**src/rtl/core/ugsi_pkg.sv**
```systemverilog
package ugsi_pkg;

  // Fixed field widths
  localparam int COORD_W = 24;
  localparam int ID_W    = 32;
  localparam int RAD_W   = 23;
  localparam int INV_W   = 24;
  localparam int DIM_W   = 6;
  localparam int CFG_W   = 24;
  localparam int CIDX_W  = 3;

  // Coordinate path: radius box edge, difference to origin, cell number
  localparam int POS_W  = COORD_W + 1;
  localparam int DIF_W  = POS_W + 1;
  localparam int CELL_W = DIF_W + 1;
  localparam int FRAC_SHIFT = 24;

  typedef enum logic [1:0] {
    OP_CLEAR  = 2'd0,
    OP_INSERT = 2'd1,
    OP_RECT   = 2'd2,
    OP_RADIUS = 2'd3
  } op_e;

  typedef enum logic [1:0] {
    ST_OK    = 2'd0,
    ST_OOB   = 2'd1,
    ST_FULL  = 2'd2,
    ST_TRUNC = 2'd3
  } status_e;

  typedef enum logic [CIDX_W-1:0] {
    CFG_ORIGIN_X = 3'd0,
    CFG_ORIGIN_Y = 3'd1,
    CFG_INV_CELL = 3'd2,
    CFG_ACROSS   = 3'd3,
    CFG_DOWN     = 3'd4
  } cfg_idx_e;

  typedef struct packed {
    logic [1:0]                 operation;
    logic [ID_W-1:0]            entity_id;
    logic signed [COORD_W-1:0]  point_x;
    logic signed [COORD_W-1:0]  point_y;
    logic signed [COORD_W-1:0]  corner_x;
    logic signed [COORD_W-1:0]  corner_y;
    logic [RAD_W-1:0]           search_radius;
  } item_t;

  typedef struct packed {
    logic [ID_W-1:0] found_id;
    logic            found;
    logic            last;
    logic [1:0]      status;
  } result_t;

endpackage

```
**src/rtl/core/ugsi_cell_map.sv**
```systemverilog
// Two-stage coordinate to cell mapping: magnitude, then scaled product.
module ugsi_cell_map (
  input  logic                                clk_i,
  input  logic signed [ugsi_pkg::POS_W-1:0]   pos_i,
  input  logic signed [ugsi_pkg::COORD_W-1:0] org_i,
  input  logic [ugsi_pkg::INV_W-1:0]          inv_i,
  output logic signed [ugsi_pkg::CELL_W-1:0]  cell_o
);

  localparam int PW = ugsi_pkg::DIF_W + ugsi_pkg::INV_W;

  logic signed [ugsi_pkg::DIF_W-1:0] dif;
  logic [ugsi_pkg::DIF_W-1:0]        mag_d, mag_q;
  logic                              neg_q;
  logic [PW-1:0]                     prod;
  logic [ugsi_pkg::CELL_W-1:0]       scaled;

  assign dif   = ugsi_pkg::DIF_W'(pos_i) - ugsi_pkg::DIF_W'(org_i);
  assign mag_d = dif[ugsi_pkg::DIF_W-1] ? ugsi_pkg::DIF_W'(-dif) : ugsi_pkg::DIF_W'(dif);
  assign prod  = PW'(mag_q) * PW'(inv_i);
  assign scaled = {1'b0, prod[PW-1:ugsi_pkg::FRAC_SHIFT]};

  always_ff @(posedge clk_i) begin
    mag_q  <= mag_d;
    neg_q  <= dif[ugsi_pkg::DIF_W-1];
    cell_o <= neg_q ? $signed(-scaled) : $signed(scaled);
  end

endmodule

```
**config.mk**
```make
export PLATFORM = sky130hd
export DESIGN_NAME = ugsi_cell_map
export DESIGN_NICKNAME = d
export VERILOG_FILES = /design/src/rtl/core/ugsi_pkg.sv /design/src/rtl/core/ugsi_cell_map.sv
export SDC_FILE = /design/constraint.sdc
export NUM_CORES = 2
export LEC_CHECK = 0
export BUFFER_PORTS_ARGS = -buffer_cell sky130_fd_sc_hd__buf_2
export CORE_UTILIZATION = 66
export DETAILED_ROUTE_END_ITERATION = 8
export PLACE_DENSITY_LB_ADDON = 0.12
export SLEW_MARGIN = 20
export SYNTH_ARGS = -nofsm -noshare
export SYNTH_HDL_FRONTEND = slang
export SYNTH_SLANG_ARGS = --single-unit
```
**constraint.sdc**
```tcl
create_clock -name clk_i -period 8.9 [get_ports clk_i]
set_input_delay 0.89 -clock clk_i [delete_from_list [all_inputs] [get_ports clk_i]]
set_output_delay 0.89 -clock clk_i [all_outputs]
set_load 0.005 [all_outputs]
```
======== Yosys cells after proc, flatten, opt, wreduce, memory -nomap -nowiden ========
Cells that the tools add are included.
operators by class
  add/subtract/negate cells ............... 3
  multiply operators ...................... 1
  divide/modulo/power cells ............... 0
  magnitude comparators ................... 0
  eq/ne operators ......................... 0
  shift-type cells ........................ 0
  muxes and demuxes ....................... 2
  bitwise logic cells ..................... 0
  reduce and logical (&&, ||, !) cells .... 0
operators with widths
  kind              count
  $mul A26 B24 Y50  1
  $neg A26 Y27      1
  $mux W26          1
  $neg A26 Y26      1
  $sub A25 B24 Y26  1
  $mux W25          1
word-level totals
  register bits ........................... 54
  latch bits .............................. 0
  RAM bits ................................ 0
  bits in read-only memories .............. 0
  input port bits ......................... 74
  output and inout port bits .............. 27
  logic and storage cells ................. 11
  memories kept ........................... 0

======== Longest topological paths before layout ========
  word-level depth ........................ 3
  mapped depth ............................ 30
  gate-level depth less buffers ........... 28

======== Worst setup path after synthesis ========
No wires, ideal clock.
  kind .................................... in2reg
  from .................................... input inv_i[3] (netlist bit)
  to ...................................... register cell_o[26] (netlist bit)
  arrival ................................. 7.843 ns
  required time ........................... 8.780 ns
  slack ................................... 0.937 ns
  stages .................................. 28
  cells stage by stage .................... clkbuf_1 -> clkbuf_1 -> nand2_1 -> fa_1 -> inv_1 -> fa_1 -> inv_1 -> fa_1 -> inv_1 -> fa_1 -> inv_1 -> fa_1 -> inv_1 -> fa_1 -> inv_1 -> fa_1 -> inv_1 -> ha_1 -> a21oi_1 -> o211ai_1 -> a311oi_2 -> a21oi_1 -> or4_1 -> a221oi_2 -> xor2_1 -> nand2_1 -> or3_1 -> o31a_1
on the way
  longest elaborated chain between the ends .. 2
ends and longest elaborated chain
  element               line                 text
  from (decl)           ugsi_cell_map.sv:6   input logic [ugsi_pkg::INV_W-1:0] inv_i,
  $mul A26 B24 Y50      ugsi_cell_map.sv:20  assign prod = PW'(mag_q) * PW'(inv_i);
  $neg A26 Y27          ugsi_cell_map.sv:26  cell_o <= neg_q ? $signed(-scaled) : $signed(scaled);
  to (signal assigned)  ugsi_cell_map.sv:26
  to (decl)             ugsi_cell_map.sv:7   output logic signed [ugsi_pkg::CELL_W-1:0] cell_o
No other way between the ends.
A chain may end at the register's enable or synchronous reset.

======== Worst setup path after layout ========
  from .................................... register mag_q[5] (netlist bit)
  to ...................................... register cell_o[26] (netlist bit)
on the way
  longest elaborated chain between the ends .. 2
ends and longest elaborated chain
  element                 line                 text
  from (decl)             ugsi_cell_map.sv:13  logic [ugsi_pkg::DIF_W-1:0] mag_d, mag_q;
  from (signal assigned)  ugsi_cell_map.sv:24  mag_q <= mag_d;
  $mul A26 B24 Y50        ugsi_cell_map.sv:20
  $neg A26 Y27            ugsi_cell_map.sv:26
No other way between the ends.

==> metrics.md <==
| Metric | Value |
|---|---|
| Placed Instances | roughly 3.3k |
| Critical path's slowest cell | dfxtp_1 |
| Non-filler cells, final | 3299 |
| Count leader, synth | inv_1 |
| Most frequent CP cell | fa_1 |
| Rel. slew slack | about a quarter |
| Core Region | about 36000 um^2 |
| Top post-synthesis cells by area | fa_1 43%, ha_1 10%, inv_1 9.9% |
| Setup TNS | 0 ns |
| Clock Sinks | 54 |
| Synth area leader | fa_1 |
| Layout area overhead | 4.32% |
| Mapped Nets | 3614 |
| Total wire length | about 59000 um |
| GRT Total Usage | around a third |
| Final Setup Violations | 0 |
| Core Rows | 69 |
| Fraction of layout cells with a size suffix above 1 | 6.45% |
| Initial antenna violation count | 0 |
| Initial core utilization | 67.7% |
| DRT antenna net count | 0 |
| Synth Area in Simple Gates | 18.7% |
| CP Data Required Time | slightly above 9 ns |
| CTS Buffer Depth | 2 |
| Starting DRC count in detailed routing | between 1k and 1.5k |
| DP HPWL | slightly above 50000 um |
| Multiplexer share of the synthesized area | 0.170% |
| Critical path buffer and inverter count | 5 |
| Hold buffer count at CTS | 0 |
| GP Congestion | approximately 0.93 |
| Clock root cell | clkbuf_16 |
| Crit path max fanout | 24 |
| Final critical-path share of the clock period | a little over nine tenths |
| IO Count | 101 |
| RSZ-0062 raised after global routing | no |
| Crit path kind | flop to flop |
| CP top delay family | adder cells |
| Number of global-route vias before repair | 20.0k |
| Worst min-delay path category | flop to flop |
| Antenna Diode Count | 0 |
| Seq/Total Area, Yosys | 4.46% |
| Largest family of logic cells by synthesized area | adder cells |
| Worst path cell trace | nand2_1, fa_1, inv_1, fa_1, inv_1, fa_1, inv_1, fa_1, fa_1, fa_1, inv_1, fa_1, inv_1, ha_1, a21oi_1, o211ai_1, a311oi_2, nand2_1, a2111oi_0, a2111o_1, a21boi_1, nand4_1, or3_1, o31a_1 |
| Post-Synth Adder-Cell Area | a little over half |
| CTS tree | built |
| Area taken by multi-input logic gates | 20300 um^2 |
| Tmin final | ~8.4 ns |
| Port Buffers | 100 |
| Total CTS buffers | 5 |
| Startpoint Class | flop |
| Drt via density | 5.68 |
| CP Capture Type | flop |
| Chip width | 194 um |
| Yosys reg bits | 54 |
| Fin nets | 3636 |
| Die Footprint | around 38000 um^2 |
| Layout Skew | 0.0103 ns |
| Residual DRC | 0 |
| Routed vias | approximately 19k |
| Final Slew Violations | 0 |
| Status | complete, no violations |
| Worst Tran Pin Value | about 1.1 ns |
| Post-Synthesis Cells | ~2.8k |
| Crit path DAT | ~8.6 ns |
| Syn_area_per_cell | 8.61 um^2 |
| H-tree lvl count | 2 |
| Sequential cell area | approximately 1100 um^2 |
| Synth top cells by count | 641 x inv_1, 526 x fa_1, 401 x nand2_1, 315 x and2_1, 199 x ha_1 |
| Max stage delay on crit path | ~1.1 ns |
| Skew-Pair Late Insertion Delay | ~0.3 ns |
| Maximum clock rate | 119 MHz |
| Fillers | 2832 |
| Final count of hold timing violations | 0 |
| Synth warn | 0 |
| Mapped Area | between 20000 and 25000 um^2 |
| Max cap viols | 0 |
| Compound-gate portion of the synthesized area | 8.01% |
| WL per Instance | ~18 um |
| Grt ovf | 0 |
| Post-CTS sizing | 0 |
| Die Ht | a little under 200 um |
| Drt first pass iters | 5 |
| R2r setup slk | 0.47 ns |
| Worst-path clk slew | ~0.07 ns |
| First-pass GRT wire length | between 100000 and 150000 um |
| Synth top area share | 43.4% |
| Synth Area in XOR/XNOR | around 3.0% |
| Post-CTS Setup Repair Bufs | 0 |
| Synth Flop Type | dfxtp_1 |
| Largest net degree at the start of global routing | 28 |
| Post-synth EDFFs | 0 |
| Ys async rst share | 0% |
| Distinct cells, synth | between 80 and 90 |
## cells by family after synthesis
group	count (synthesis)
compound gates	285
buf+inv	769
flops	54
simple gates	899
mux	4
xor+xnor	79
fa+ha+maj	725
## registers in the layout, summed over array words and instances (netlist names)
register and flops:
cell_o 27, mag_q 26, neg_q 1
## worst paths after layout
check | cells past startpoint | startpoint | end
setup reg to reg | 24 | mag_q[5] | cell_o[26]
hold / removal | 2 | neg_q | cell_o[24]
hold reg to reg | 2 | neg_q | cell_o[24]
setup / recovery | 24 | mag_q[5] | cell_o[26]
## per-layer routing
layer / GRT usage, % / share of wire, %
met1: 48.0 / 43
met2: 55.5 / 47
met3: 3.58 / 7.8
met4: 7.11 / 1.7
met5: 0 / 0
## cell type report
type	instances	share of cell area (%)
clock buffer	6	0.549
multi-input combinational	1992	80.1
timing repair buffer	142	3.23
inverter	642	9.53
clock inverter	2	0.0495
sequential	54	4.27
tap	461	2.28
## cells in the final DEF (no fill, tap or decap), types with 9 or more instances in the layout
cell type	instances
o21bai_1	10
nand3_1	20
o21a_1	9
and2_1	315
dfxtp_1	54
or3_1	9
xor2_1	19
nor2_1	50
a21o_1	25
a21oi_1	76
o21ai_1	13
o211ai_1	11
buf_4	42
o31ai_1	15
nor3_1	25
fa_1	526
o21ai_0	52
nand4_1	13
nand2_1	401
and3_1	15
buf_2	100
ha_1	199
inv_1	641
a211oi_1	13
xnor2_1	56
## metrics by stage
stage | hold slack [ns] | worst slack (ns) | util (%) | instance area (um^2)
after floorplan | 0.598 | 0.937 | - | 24200
final | 0.865 | 0.474 | 70.6 | 25300
after global routing | 0.921 | 0.154 | 70.6 | 25300
after CTS | 0.849 | 0.551 | 70.6 | 25300
after detailed placement | 0.850 | 0.380 | 70.2 | 25100
after global placement | 0.815 | 0.496 | 70.2 | 25100
## worst min-delay path, cell delays in order, from the launching register on
cell     delay (ns)
dfxtp_1        0.59
o41ai_2        0.15
xor2_1         0.08
Power is not shown: default switching activity piles up to over one toggle a cycle in this logic, so the estimate is an artifact.
